### config.mk
export PLATFORM = sky130hd
export DESIGN_NAME = clock_and_countdown_timer
export DESIGN_NICKNAME = d
export VERILOG_FILES = /design/src/design/ccd_pkg.sv /design/src/design/ccd_front.sv /design/src/design/ccd_queue.sv /design/src/design/ccd_back.sv /design/src/design/clock_and_countdown_timer.sv
export SDC_FILE = /design/constraint.sdc
export NUM_CORES = 1
export LEC_CHECK = 0
export BUFFER_PORTS_ARGS = -buffer_cell sky130_fd_sc_hd__buf_2
export CAP_MARGIN = 5
export CORE_AREA = 2 2 140 108
export DETAILED_ROUTE_END_ITERATION = 16
export DIE_AREA = 0 0 142 110
export PLACE_DENSITY_LB_ADDON = 0.05
export SYNTH_ARGS = -nofsm -noshare
export SYNTH_HDL_FRONTEND = slang
export SYNTH_SLANG_ARGS = --single-unit
### constraint.sdc
create_clock -name i_clk -period 4.8 [get_ports i_clk]
set_input_delay 0.24 -clock i_clk [delete_from_list [all_inputs] [get_ports i_clk]]
set_output_delay 0.24 -clock i_clk [all_outputs]
set_load 0.01 [all_outputs]
### src/design/ccd_pkg.sv
// Shared types and constants for the clock and countdown timer.
`timescale 1ns / 1ps

package ccd_pkg;

    localparam int TPS_W       = 16;
    localparam int PRESC_W     = TPS_W;
    localparam int CLK_HOUR_W  = 5;
    localparam int DOWN_HOUR_W = 7;
    localparam int MINSEC_W    = 6;
    localparam int LOAD_W      = 7;
    localparam int CMD_W       = 2;

    localparam logic [TPS_W-1:0] TPS_RESET = 16'd1000;

    localparam logic [MINSEC_W-1:0]    MINSEC_MAX    = 6'd59;
    localparam logic [CLK_HOUR_W-1:0]  CLK_HOUR_MAX  = 5'd23;
    localparam logic [DOWN_HOUR_W-1:0] DOWN_HOUR_MAX = 7'd99;

    localparam int QUEUE_DEPTH = 2;
    localparam int QUEUE_PTR_W = 1;
    localparam int QUEUE_CNT_W = 2;

    // Command codes on the request port
    localparam logic [CMD_W-1:0] CMD_TICK       = 2'd0;
    localparam logic [CMD_W-1:0] CMD_LOAD_CLOCK = 2'd1;
    localparam logic [CMD_W-1:0] CMD_LOAD_DOWN  = 2'd2;

    typedef enum logic [1:0] {
        OP_TICK,
        OP_LOAD_CLOCK,
        OP_LOAD_DOWN,
        OP_NONE
    } t_op_kind;

    // Classified request as it travels from the front to the back
    typedef struct packed {
        t_op_kind                kind;
        logic [DOWN_HOUR_W-1:0]  hours;
        logic [MINSEC_W-1:0]     minutes;
        logic [MINSEC_W-1:0]     seconds;
        logic                    err;
    } t_op;

    typedef struct packed {
        logic full;
        logic empty;
    } t_q_status;

endpackage

### src/design/ccd_front.sv
// Request decode and load clamping for the clock and countdown timer.
`timescale 1ns / 1ps

module ccd_front
    import ccd_pkg::*;
(
    input  logic              i_valid,
    input  logic [CMD_W-1:0]  i_command,
    input  logic [LOAD_W-1:0] i_load_hours,
    input  logic [LOAD_W-1:0] i_load_minutes,
    input  logic [LOAD_W-1:0] i_load_seconds,
    input  t_q_status         i_q_status,
    output logic              o_stall,
    output logic              o_push,
    output t_op               o_op
);

    logic                   hour_over;
    logic                   min_over;
    logic                   sec_over;
    logic [DOWN_HOUR_W-1:0] hour_lim;

    assign o_stall = i_q_status.full;
    assign o_push  = i_valid && !i_q_status.full;

    always_comb begin
        hour_lim = DOWN_HOUR_MAX;
        o_op.kind = OP_NONE;
        unique case (i_command)
            CMD_TICK: begin
                o_op.kind = OP_TICK;
            end
            CMD_LOAD_CLOCK: begin
                o_op.kind = OP_LOAD_CLOCK;
                hour_lim  = {{(DOWN_HOUR_W-CLK_HOUR_W){1'b0}}, CLK_HOUR_MAX};
            end
            CMD_LOAD_DOWN: begin
                o_op.kind = OP_LOAD_DOWN;
            end
            default: begin
                o_op.kind = OP_NONE;
            end
        endcase

        hour_over = i_load_hours > hour_lim;
        min_over  = i_load_minutes > {1'b0, MINSEC_MAX};
        sec_over  = i_load_seconds > {1'b0, MINSEC_MAX};

        // Clamp out-of-range values; flag only on load commands
        o_op.hours   = hour_over ? hour_lim : i_load_hours;
        o_op.minutes = min_over ? MINSEC_MAX : i_load_minutes[MINSEC_W-1:0];
        o_op.seconds = sec_over ? MINSEC_MAX : i_load_seconds[MINSEC_W-1:0];
        o_op.err     = (o_op.kind == OP_LOAD_CLOCK || o_op.kind == OP_LOAD_DOWN)
                       && (hour_over || min_over || sec_over);
    end

endmodule

### src/design/ccd_queue.sv
// Short request queue between front and back of the clock and countdown timer.
`timescale 1ns / 1ps

module ccd_queue
    import ccd_pkg::*;
(
    input  logic      i_clk,
    input  logic      i_rst_n,
    input  logic      i_push,
    input  t_op       i_op,
    input  logic      i_pop,
    output t_op       o_op,
    output t_q_status o_status
);

    t_op                    r_mem [QUEUE_DEPTH];
    logic [QUEUE_PTR_W-1:0] r_wr_ptr;
    logic [QUEUE_PTR_W-1:0] r_rd_ptr;
    logic [QUEUE_CNT_W-1:0] r_count;
    logic [QUEUE_CNT_W-1:0] n_count;

    assign o_op           = r_mem[r_rd_ptr];
    assign o_status.full  = r_count == QUEUE_CNT_W'(QUEUE_DEPTH);
    assign o_status.empty = r_count == '0;

    always_comb begin
        n_count = r_count;
        if (i_push && !i_pop) begin
            n_count = r_count + 1'b1;
        end else if (i_pop && !i_push) begin
            n_count = r_count - 1'b1;
        end
    end

    always_ff @(posedge i_clk) begin
        if (!i_rst_n) begin
            r_wr_ptr <= '0;
            r_rd_ptr <= '0;
            r_count  <= '0;
        end else begin
            r_count <= n_count;
            if (i_push) begin
                r_wr_ptr <= r_wr_ptr + 1'b1;
            end
            if (i_pop) begin
                r_rd_ptr <= r_rd_ptr + 1'b1;
            end
        end
    end

    // Clear both entries so the head never shows an unknown request kind
    always_ff @(posedge i_clk) begin
        if (!i_rst_n) begin
            for (int i = 0; i < QUEUE_DEPTH; i++) begin
                r_mem[i] <= '0;
            end
        end else if (i_push) begin
            r_mem[r_wr_ptr] <= i_op;
        end
    end

    a_no_push_full: assert property (@(posedge i_clk) disable iff (!i_rst_n)
        !(i_push && o_status.full))
        else $error("push into full queue");

    a_no_pop_empty: assert property (@(posedge i_clk) disable iff (!i_rst_n)
        !(i_pop && o_status.empty))
        else $error("pop from empty queue");

    a_count_bound: assert property (@(posedge i_clk) disable iff (!i_rst_n)
        r_count <= QUEUE_CNT_W'(QUEUE_DEPTH))
        else $error("queue count past depth");

endmodule

### src/design/ccd_back.sv
// Time-keeping state and result register of the clock and countdown timer.
`timescale 1ns / 1ps

module ccd_back
    import ccd_pkg::*;
(
    input  logic                   i_clk,
    input  logic                   i_rst_n,
    input  logic                   i_cfg_wr,
    input  logic [TPS_W-1:0]       i_cfg_data,
    input  t_q_status              i_q_status,
    input  t_op                    i_op,
    output logic                   o_pop,
    input  logic                   i_stall,
    output logic                   o_valid,
    output logic [CLK_HOUR_W-1:0]  o_clock_hours,
    output logic [MINSEC_W-1:0]    o_clock_minutes,
    output logic [MINSEC_W-1:0]    o_clock_seconds,
    output logic [DOWN_HOUR_W-1:0] o_countdown_hours,
    output logic [MINSEC_W-1:0]    o_countdown_minutes,
    output logic [MINSEC_W-1:0]    o_countdown_seconds,
    output logic                   o_second_elapsed,
    output logic                   o_range_error,
    output logic                   o_countdown_zero
);

    logic [TPS_W-1:0]       r_tps;
    logic [PRESC_W-1:0]     r_presc,  n_presc;
    logic [CLK_HOUR_W-1:0]  r_c_hour, n_c_hour;
    logic [MINSEC_W-1:0]    r_c_min,  n_c_min;
    logic [MINSEC_W-1:0]    r_c_sec,  n_c_sec;
    logic [DOWN_HOUR_W-1:0] r_d_hour, n_d_hour;
    logic [MINSEC_W-1:0]    r_d_min,  n_d_min;
    logic [MINSEC_W-1:0]    r_d_sec,  n_d_sec;
    logic                   r_out_valid;
    logic [PRESC_W:0]       presc_inc;
    logic                   elapsed;
    logic                   d_zero;

    assign o_pop   = !i_q_status.empty && (!r_out_valid || !i_stall);
    assign o_valid = r_out_valid;

    always_comb begin
        n_presc  = r_presc;
        n_c_hour = r_c_hour;
        n_c_min  = r_c_min;
        n_c_sec  = r_c_sec;
        n_d_hour = r_d_hour;
        n_d_min  = r_d_min;
        n_d_sec  = r_d_sec;
        elapsed  = 1'b0;
        d_zero   = (r_d_hour == '0) && (r_d_min == '0) && (r_d_sec == '0);

        presc_inc = {1'b0, r_presc} + 1'b1;

        unique case (i_op.kind)
            OP_TICK: begin
                if (presc_inc >= {1'b0, r_tps}) begin
                    n_presc = '0;
                    elapsed = 1'b1;
                    // Clock counts up with wrap
                    if (r_c_sec >= MINSEC_MAX) begin
                        n_c_sec = '0;
                        if (r_c_min >= MINSEC_MAX) begin
                            n_c_min  = '0;
                            n_c_hour = (r_c_hour >= CLK_HOUR_MAX) ? '0 : r_c_hour + 1'b1;
                        end else begin
                            n_c_min = r_c_min + 1'b1;
                        end
                    end else begin
                        n_c_sec = r_c_sec + 1'b1;
                    end
                    // Countdown borrows, holds at zero
                    if (!d_zero) begin
                        if (r_d_sec != '0) begin
                            n_d_sec = r_d_sec - 1'b1;
                        end else begin
                            n_d_sec = MINSEC_MAX;
                            if (r_d_min != '0) begin
                                n_d_min = r_d_min - 1'b1;
                            end else begin
                                n_d_min  = MINSEC_MAX;
                                n_d_hour = r_d_hour - 1'b1;
                            end
                        end
                    end
                end else begin
                    n_presc = presc_inc[PRESC_W-1:0];
                end
            end
            OP_LOAD_CLOCK: begin
                n_c_hour = i_op.hours[CLK_HOUR_W-1:0];
                n_c_min  = i_op.minutes;
                n_c_sec  = i_op.seconds;
            end
            OP_LOAD_DOWN: begin
                n_d_hour = i_op.hours;
                n_d_min  = i_op.minutes;
                n_d_sec  = i_op.seconds;
            end
            OP_NONE: begin
            end
        endcase
    end

    always_ff @(posedge i_clk) begin
        if (!i_rst_n) begin
            r_tps       <= TPS_RESET;
            r_presc     <= '0;
            r_c_hour    <= '0;
            r_c_min     <= '0;
            r_c_sec     <= '0;
            r_d_hour    <= '0;
            r_d_min     <= '0;
            r_d_sec     <= '0;
            r_out_valid <= 1'b0;
        end else begin
            if (i_cfg_wr) begin
                r_tps <= i_cfg_data;
            end
            if (o_pop) begin
                r_presc     <= n_presc;
                r_c_hour    <= n_c_hour;
                r_c_min     <= n_c_min;
                r_c_sec     <= n_c_sec;
                r_d_hour    <= n_d_hour;
                r_d_min     <= n_d_min;
                r_d_sec     <= n_d_sec;
                r_out_valid <= 1'b1;
            end else if (!i_stall) begin
                r_out_valid <= 1'b0;
            end
        end
    end

    always_ff @(posedge i_clk) begin
        if (o_pop) begin
            o_clock_hours       <= n_c_hour;
            o_clock_minutes     <= n_c_min;
            o_clock_seconds     <= n_c_sec;
            o_countdown_hours   <= n_d_hour;
            o_countdown_minutes <= n_d_min;
            o_countdown_seconds <= n_d_sec;
            o_second_elapsed    <= elapsed;
            o_range_error       <= i_op.err;
            o_countdown_zero    <= (n_d_hour == '0) && (n_d_min == '0) && (n_d_sec == '0);
        end
    end

    a_zero_flag: assert property (@(posedge i_clk) disable iff (!i_rst_n)
        o_valid |-> (o_countdown_zero == ((o_countdown_hours == '0) &&
                     (o_countdown_minutes == '0) && (o_countdown_seconds == '0))))
        else $error("countdown zero flag disagrees with countdown value");

    a_flags_exclusive: assert property (@(posedge i_clk) disable iff (!i_rst_n)
        o_valid |-> !(o_second_elapsed && o_range_error))
        else $error("second elapsed and range error together");

    a_result_held: assert property (@(posedge i_clk) disable iff (!i_rst_n)
        (o_valid && i_stall) |=> (o_valid && $stable(o_clock_seconds) &&
                                  $stable(o_countdown_seconds)))
        else $error("stalled result changed");

endmodule

### src/design/clock_and_countdown_timer.sv
// Top level of the clock and countdown timer: front, request queue and back.
`timescale 1ns / 1ps

// Real-time clock with countdown timer. Each request carries a command
// (millisecond tick, load clock, load countdown; the fourth code does nothing)
// and gives exactly one result showing both HH:MM:SS values after the update,
// plus second-elapsed, range-error and countdown-zero flags. Requests are taken
// one per cycle while o_stall is low: a request accepted at a clock edge is
// decoded and clamped in the front, parked in a two-entry queue, applied by the
// back when it pops the queue head and shown from the result register. The
// combinational update loop of the back (prescaler increment and compare, then
// the second/minute/hour carry and borrow chains) sets this rate.
// When the result side stalls, the queue absorbs up to two more requests before
// the request side sees stall. The ticks_per_second register (reset 1000, zero
// behaves as one) is written through its own port, which is always ready; write
// it only while no request is in flight. Loads leave the prescaler alone.

module clock_and_countdown_timer
    import ccd_pkg::*;
(
    input  logic                   i_clk,
    input  logic                   i_rst_n,

    // Request channel
    input  logic                   i_valid,
    output logic                   o_stall,
    input  logic [CMD_W-1:0]       i_command,
    input  logic [LOAD_W-1:0]      i_load_hours,
    input  logic [LOAD_W-1:0]      i_load_minutes,
    input  logic [LOAD_W-1:0]      i_load_seconds,

    // Result channel
    output logic                   o_valid,
    input  logic                   i_stall,
    output logic [CLK_HOUR_W-1:0]  o_clock_hours,
    output logic [MINSEC_W-1:0]    o_clock_minutes,
    output logic [MINSEC_W-1:0]    o_clock_seconds,
    output logic [DOWN_HOUR_W-1:0] o_countdown_hours,
    output logic [MINSEC_W-1:0]    o_countdown_minutes,
    output logic [MINSEC_W-1:0]    o_countdown_seconds,
    output logic                   o_second_elapsed,
    output logic                   o_range_error,
    output logic                   o_countdown_zero,

    // Tick rate register write
    input  logic                   i_cfg_valid,
    output logic                   o_cfg_ready,
    input  logic [TPS_W-1:0]       i_cfg_data
);

    logic      push;
    logic      pop;
    t_op       front_op;
    t_op       head_op;
    t_q_status q_status;

    // Register is a plain flop, so take every write at once
    assign o_cfg_ready = 1'b1;

    // Decode and clamp the incoming request
    ccd_front u_front (
        .i_valid        (i_valid),
        .i_command      (i_command),
        .i_load_hours   (i_load_hours),
        .i_load_minutes (i_load_minutes),
        .i_load_seconds (i_load_seconds),
        .i_q_status     (q_status),
        .o_stall        (o_stall),
        .o_push         (push),
        .o_op           (front_op)
    );

    // Hold classified requests until the back can apply them
    ccd_queue u_queue (
        .i_clk    (i_clk),
        .i_rst_n  (i_rst_n),
        .i_push   (push),
        .i_op     (front_op),
        .i_pop    (pop),
        .o_op     (head_op),
        .o_status (q_status)
    );

    // Advance the clock and countdown, register the result
    ccd_back u_back (
        .i_clk               (i_clk),
        .i_rst_n             (i_rst_n),
        .i_cfg_wr            (i_cfg_valid && o_cfg_ready),
        .i_cfg_data          (i_cfg_data),
        .i_q_status          (q_status),
        .i_op                (head_op),
        .o_pop               (pop),
        .i_stall             (i_stall),
        .o_valid             (o_valid),
        .o_clock_hours       (o_clock_hours),
        .o_clock_minutes     (o_clock_minutes),
        .o_clock_seconds     (o_clock_seconds),
        .o_countdown_hours   (o_countdown_hours),
        .o_countdown_minutes (o_countdown_minutes),
        .o_countdown_seconds (o_countdown_seconds),
        .o_second_elapsed    (o_second_elapsed),
        .o_range_error       (o_range_error),
        .o_countdown_zero    (o_countdown_zero)
    );

endmodule
* Yosys cells after proc, flatten, opt, wreduce, memory -nomap -nowiden
Memory sizes are Yosys's and may differ from the RTL's. A register that Yosys moved wholly into a read port is not among the register bits.
Index checks and enable logic that the tools add are counted.
** Operators by class
- Add/sub/neg operators :: 11
- $lt $le $gt $ge :: 7
- Equality and inequality tests :: 8
- Muxes and demuxes :: 46
- Reduce and logical (&&, ||, !) cells :: 33
** Operators by type and width (count)
- two-way mux 6 bit :: 14
- case mux 6 bit (2 select lines) :: 4
- two-way mux 7 bit :: 6
- logical NOT 6 bit :: 4
- two-way mux 22 bit :: 1
- OR reduction 22 bit :: 1
- two-way mux 5 bit :: 4
- adder 16 x 1 -> 17 bit (second input constant) :: 1
- >= comparator 17 x 16 -> 1 bit :: 1
- two-way mux 16 bit :: 1
- greater-than comparator 7 x 6 -> 1 bit (second input constant) :: 2
- logical NOT 7 bit :: 2
- case mux 7 bit (2 select lines) :: 1
- adder 6 x 1 -> 6 bit (second input constant) :: 2
- >= comparator 6 bit (second input constant) :: 2
- nonzero test 6 bit :: 2
- subtractor 6 x 1 -> 6 bit (second input constant) :: 2
- two-way mux 1 bit :: 11
- case mux 5 bit (2 select lines) :: 1
- logical AND 1 bit :: 9
- equality test 2 bit (second input constant) :: 4
- greater-than comparator 7 bit :: 1
- subtractor 7 x 1 -> 7 bit (second input constant) :: 1
- equality test 2 x 1 -> 1 bit (second input constant) :: 3
- other kinds (13) :: 25
** Storage, ports and cells
- Register bits after elaboration :: 112
- Bits in writable memories :: 44
- Input bits :: 44
- Output and inout port bits :: 42
- Word-level logic and storage cells :: 127
- Memories :: 1
** Memories
- u_queue.r_mem :: words 2, bits a word 22, rd ports 1, clocked after Yosys merged registers in 1, write ports 2, RTL line ccd_queue.sv:16 : t_op r_mem [QUEUE_DEPTH];

* Depth between registers and ports, before layout
- Depth after elaboration :: 9
- Depth in mapped cells :: 20
- Depth with buffers taken out :: 16

* Cells and area by module
From an unflattened synthesis, not the netlist that was laid out.
** Unflattened totals
- Cell total of the unflattened synthesis :: 924
- Area total of the unflattened synthesis :: 8668.3 um^2
** Modules (own cells, without submodules)
- ccd_back :: instances 1, cells an instance 697, area an instance 6114.6 um^2, seq. area each 2552.4 um^2
- ccd_queue :: instances 1, cells an instance 165, area an instance 2082.0 um^2, seq. area each 1421.4 um^2
- ccd_front :: instances 1, cells an instance 60, area an instance 460.4 um^2, seq. area each 0.0 um^2
- clock_and_countdown_timer :: instances 1, cells an instance 2, area an instance 11.3 um^2, seq. area each 0.0 um^2

* Least setup slack after synthesis
No wires, ideal clock.
- Path type :: flip-flop to flip-flop
- Start point :: register u_back.r_presc[0]
- End point :: register u_back.o_countdown_zero, data pin
- Library setup time :: 0.134 ns
- Data arrival time :: 3.833 ns
- Data required time :: 4.666 ns
- Slack :: 0.833 ns
- Cell stages (with the launch flop) :: 18
- Path buffers :: 2
- Period minus slack after synthesis :: 3.967 ns
- Path through :: dfxtp_1 > ha_1 > and3_4 > and3_1 > buf_6 > and2_1 > nand3_1 > xnor2_1 > ha_1 > a211oi_1 > o211ai_1 > a21o_1 > a211o_1 > buf_2 > a311o_1 > or4b_1 > nor3_1 > and4_1
** On the way
- Elaborated cells on any way between the ends :: 13
- Those cells by class :: 1 x add/sub; 1 x order compare; 6 x mux; 5 x reduce/logical
** RTL lines
- start: declaration :: RTL line ccd_back.sv:28 : logic [PRESC_W-1:0] r_presc, n_presc;
- start signal: assignment :: RTL line ccd_back.sv:122 : r_presc <= n_presc;
- adder 16 x 1 -> 17 bit :: RTL line ccd_back.sv:54 : presc_inc = {1'b0, r_presc} + 1'b1;
- >= comparator 17 x 16 -> 1 bit :: RTL line ccd_back.sv:58 : if (presc_inc >= {1'b0, r_tps}) begin
- two-way mux 6 bit :: RTL line ccd_back.sv:58
- case mux 6 bit (2 select lines) :: RTL line ccd_back.sv:56 : unique case (i_op.kind)
- via u_back.n_d_sec[2] :: RTL line ccd_back.sv:34 : logic [MINSEC_W-1:0] r_d_sec, n_d_sec;
- logical NOT 6 bit :: RTL line ccd_back.sv:146 : o_countdown_zero <= (n_d_hour == '0) && (n_d_min == '0) && (n_d_sec == '0);
- logical AND 1 bit :: RTL line ccd_back.sv:146
- end signal: assignment :: RTL line ccd_back.sv:146
- end: declaration :: RTL line ccd_back.sv:24 : output logic o_countdown_zero
The timed path passes the listed nets, and every way through them passes these cells.
A chain may end at the register's enable or synchronous reset.

* Worst setup path in the final report
- Start point :: register u_back.r_presc[0]
- End point :: register u_back.o_countdown_zero, data pin
** On the way
- Word-level cells in the longest chain between the ends :: 7
- Elaborated cells on any way between the ends :: 13
- Those cells by class :: 1 x add/sub; 1 x order compare; 6 x mux; 5 x reduce/logical
** RTL lines (RTL line)
- adder 16 x 1 -> 17 bit * :: ccd_back.sv:54
- >= comparator 17 x 16 -> 1 bit * :: ccd_back.sv:58
- two-way mux 7 bit or two-way mux 6 bit (tied branches) :: ccd_back.sv:58
- case mux 7 bit (2 select lines) or case mux 6 bit (2 select lines) (tied branches) :: ccd_back.sv:56
- logical NOT 7 bit or logical NOT 6 bit (tied branches) :: ccd_back.sv:146
- logical AND 1 bit :: ccd_back.sv:146
- logical AND 1 bit * :: ccd_back.sv:146
Every way passes the cells marked *; elsewhere a longest branch is shown, timed or not.

==> run_results.csv <==
group,metric,value,unit
global_routing,grt.total_usage,29.6,%
floorplanning,num_rows,38,
clock_network,clock-root-buffer,"clkbuf_16",
global_routing,grt_max_degree,71,
setup_path,cp_max_fo,7,
final_layout,most-common-layout-cells,"nor2_1, nand2_1, buf_2",
sta,min_period,4.61,ns
power_and_ir_drop,power.internal,3.54,mW
final_layout,final_nets,1050,
detailed_routing,drc,0,
floorplanning,coreArea,14200,um^2
final_layout,drive_gt1_share,16.5,%
placement,dp_hpwl,15.7,mm
logic_synthesis,synth_area,8270,um^2
global_routing,grt_pass1_vias,6652,
worst_hold_path,hold_depth,3,
global_routing,overflow,0,
sta,fin_crit_sh,96.0,%
sta,clock.fmax,217,MHz
global_routing,grt_pass1_wl,35.1,mm
clock_network,numCtsBuffers,17,
setup_path,critPathRequiredTime,5.09,ns
logic_synthesis,synth_seq_cells,157,
sta,skew,0.00807,ns
logic_synthesis,synthTopCellsByArea,"edfxtp_1, dfxtp_1, nor2_1",
logic_synthesis,yosysUniqueCellTypes,74,
worst_hold_path,hold_start,"i_cfg_data[5]",
job,drv_cap,0,
clock_network,clock-sinks,157,
clock_network,insertion_delay,0.43,ns
power_and_ir_drop,sw_frac_of_total,40.4,%
final_layout,synthToLayoutAreaGrowth,15.0,%
setup_path,reg2reg_depth,17,
logic_synthesis,synth_top_area_share,30.1,%
status,status,"finished clean",
floorplanning,fp.dieArea,15600,um^2
clock_network,cts-htree-levels,4,
power_and_ir_drop,max-vdd-ir-drop,573,uV
setup_path,endpoint_kind,"flip-flop",
final_layout,fill_cells,1155,
logic_synthesis,yosysWarnings,0,
placement,io_buffer_count,84,
floorplanning,die_w,142,um
sta,setup_viol,0,
sta,fin_setup_tns,0,ns
sta,drv_slew,0,
detailed_routing,drt_iter0_drc,730,
clock_network,cts_buffer_depth,2,
logic_synthesis,yosysSeqAreaShare,48.1,%
logic_synthesis,syn_nets,975,
setup_path,path_cells,"ha_2 > and3_4 > and3_1 > buf_4 > nand3_1 > xnor2_1 > ha_1 > nand4_1 > o41ai_2 > a31o_1 > a211oi_4 > buf_4 > o311ai_0 > o311a_1 > or4b_1 > nor3_1 > and4_1",
sta,relSlewSlack,23.9,%
power_and_ir_drop,p_comb_share,40.4,%
clock_network,clkTransAtPathRegs,0.06,ns
setup_path,worstPathArrival,4.90,ns
worst_hold_path,min_to,"u_back.r_tps[5]$_SDFFE_PN1P_",
power_and_ir_drop,total_power,5.93,mW
logic_synthesis,postSynth.asyncResetShare,0,%
sta,rsz0062_at_grt,"false",
power_and_ir_drop,powerDensity,624,nW/um^2
sta,worst_pin_slew,1.14,ns
setup_path,crit_top_cell,"buf_4",
detailed_routing,ant_nets,0,
detailed_routing,wl_per_cell,19.4,um
logic_synthesis,netlist_instances,900,
clock_network,ctsHoldBuffers,0,
setup_path,r2r-end,"u_back.o_countdown_zero$_DFFE_PP_",
final_layout,antenna_cells,0,
detailed_routing,firstDrtPassIters,5,
logic_synthesis,synth_ff_type,"edfxtp_1",
setup_path,cpPeakStageDelay,0.44,ns
floorplanning,start_util,58.2,%
setup_path,r2r-start,"u_back.r_presc[0]$_SDFFE_PN0P_",
clock_network,cts_tree,"yes",
setup_path,rrSetupSlack,0.19,ns
power_and_ir_drop,clock_power_share,23.2,%
setup_path,crit_type,"flip-flop to flip-flop",
setup_path,start_kind,"flip-flop",
global_routing,antenna_found_initial,0,
logic_synthesis,synth.largest_area_cell,"edfxtp_1",
power_and_ir_drop,p_seq_share,36.4,%
detailed_routing,via_count,7289,
power_and_ir_drop,p_leak,3.86,nW
logic_synthesis,postSynthAreaPerCell,9.19,um^2
power_and_ir_drop,power_switching,2.39,mW
detailed_routing,drt-total-wl,22.7,mm
floorplanning,die_h,110,um
sta,hold_viol,0,
logic_synthesis,synth_edf_count,83,
setup_path,slowest_stage,"or4b_1",
placement,gp_congestion,0.947,
final_layout,final_common_cell,"nor2_1",
floorplanning,io_pins,86,
detailed_routing,viasPerCell,6.24,
worst_hold_path,holdCritPathClass,"primary input to flip-flop",
==> power groups by stage <==
| stage | registers [mW] | logic, mW | clock network [mW] |
|---|---|---|---|
| 2_1_floorplan | 2.18 | 1.50 | 0 |
| 3_3_place_gp | 2.15 | 2.28 | 0 |
| 3_5_place_dp | 2.17 | 2.33 | 0 |
| 4_1_cts | 2.15 | 2.34 | 1.39 |
| 5_1_grt | 2.20 | 2.60 | 1.45 |
| 6_report | 2.16 | 2.40 | 1.38 |
==> cells by family after synthesis <==
| logic type | synth area share [%] |
|---|---|
| simple gates | 19.6 |
| compound gates | 17.0 |
| flops | 48.1 |
| buf+inv | 4.25 |
| mux | 4.49 |
| fa+ha+maj | 4.69 |
| xor+xnor | 1.91 |
| other cells | 0.0454 |
==> area by class of cell <==
class | instances | area [um^2] | area share (%)
inverter | 40 | 150 | 1.58
clock inverter | 14 | 169 | 1.78
sequential | 157 | 3970 | 41.8
multi-input combinational | 654 | 3980 | 41.9
clock buffer | 18 | 429 | 4.51
timing repair buffer | 105 | 578 | 6.08
tap | 180 | 225 | 2.37
==> Yosys cell counts, types with 17 or more instances <==
cell type	number
clkbuf_1	37
nor2_1	149
nor3_1	25
a21oi_1	57
dfxtp_1	74
inv_1	38
a211oi_1	17
nand3_1	27
o21ai_0	42
ha_1	31
edfxtp_1	83
mux2i_1	27
nand2_1	93
==> worst max path at each step <==
stage                                    from                                end  cells past startpoint
3_5_place_dp   u_back.r_presc[0]$_SDFFE_PN0P_  u_back.o_countdown_zero$_DFFE_PP_                     16
2_1_floorplan  u_back.r_presc[0]$_SDFFE_PN0P_  u_back.o_countdown_zero$_DFFE_PP_                     17
6_report       u_back.r_presc[0]$_SDFFE_PN0P_  u_back.o_countdown_zero$_DFFE_PP_                     17
4_1_cts        u_back.r_presc[0]$_SDFFE_PN0P_  u_back.o_countdown_zero$_DFFE_PP_                     16
5_1_grt        u_back.r_presc[0]$_SDFFE_PN0P_  u_back.o_countdown_zero$_DFFE_PP_                     17
3_3_place_gp   u_back.r_presc[0]$_SDFFE_PN0P_  u_back.o_countdown_zero$_DFFE_PP_                     16
==> state kept, by name, summed over array words and instances (netlist names), 7 cells and up, named ones only <==
| name | cells |
|---|---|
| u_back.r_d_hour | 7 |
| u_back.r_tps | 16 |
| u_back.o_countdown_hours | 7 |
| u_back.r_presc | 16 |
| u_queue.r_mem | 44 |
==> stage by stage <==
step	hold WS (ns)	cell area (um^2)	cells	util [%]	setup slack, ns
floorplan	0.370	8270	900	-	0.833
global placement	0.455	8880	1135	62.4	0.371
detailed placement	0.470	8880	1135	62.4	0.144
CTS	0.0197	9480	1167	66.7	0.115
global route	0.0268	9510	1168	66.9	0.00409
finish	0.0306	9510	1168	66.9	0.191
==> routing by layer <==
layer | wire length (um) | GRT usage [%]
met5 | 0 | 0
met2 | 9700 | 42.0
met4 | 239 | 9.07
met3 | 2310 | 9.07
met1 | 10500 | 43.3
==> worst max-delay path, delay by kind of cell, from the launching register on <==
kind / cells / cell delay (ns)
and+or+nand+nor: 7 / 1.65
AOI/OAI and AO/OA: 5 / 1.32
adders and majority gates: 2 / 0.56
DFF: 1 / 0.43
buffers and inverters: 2 / 0.33
xor gates and xnor gates: 1 / 0.17
==> timing repair <==
item	in CTS	in global routing
gates resized for setup	0	5
buffers inserted	0	1
setup endpoints to repair	0	5
No activity file was read; power rests on OpenSTA's default activity.
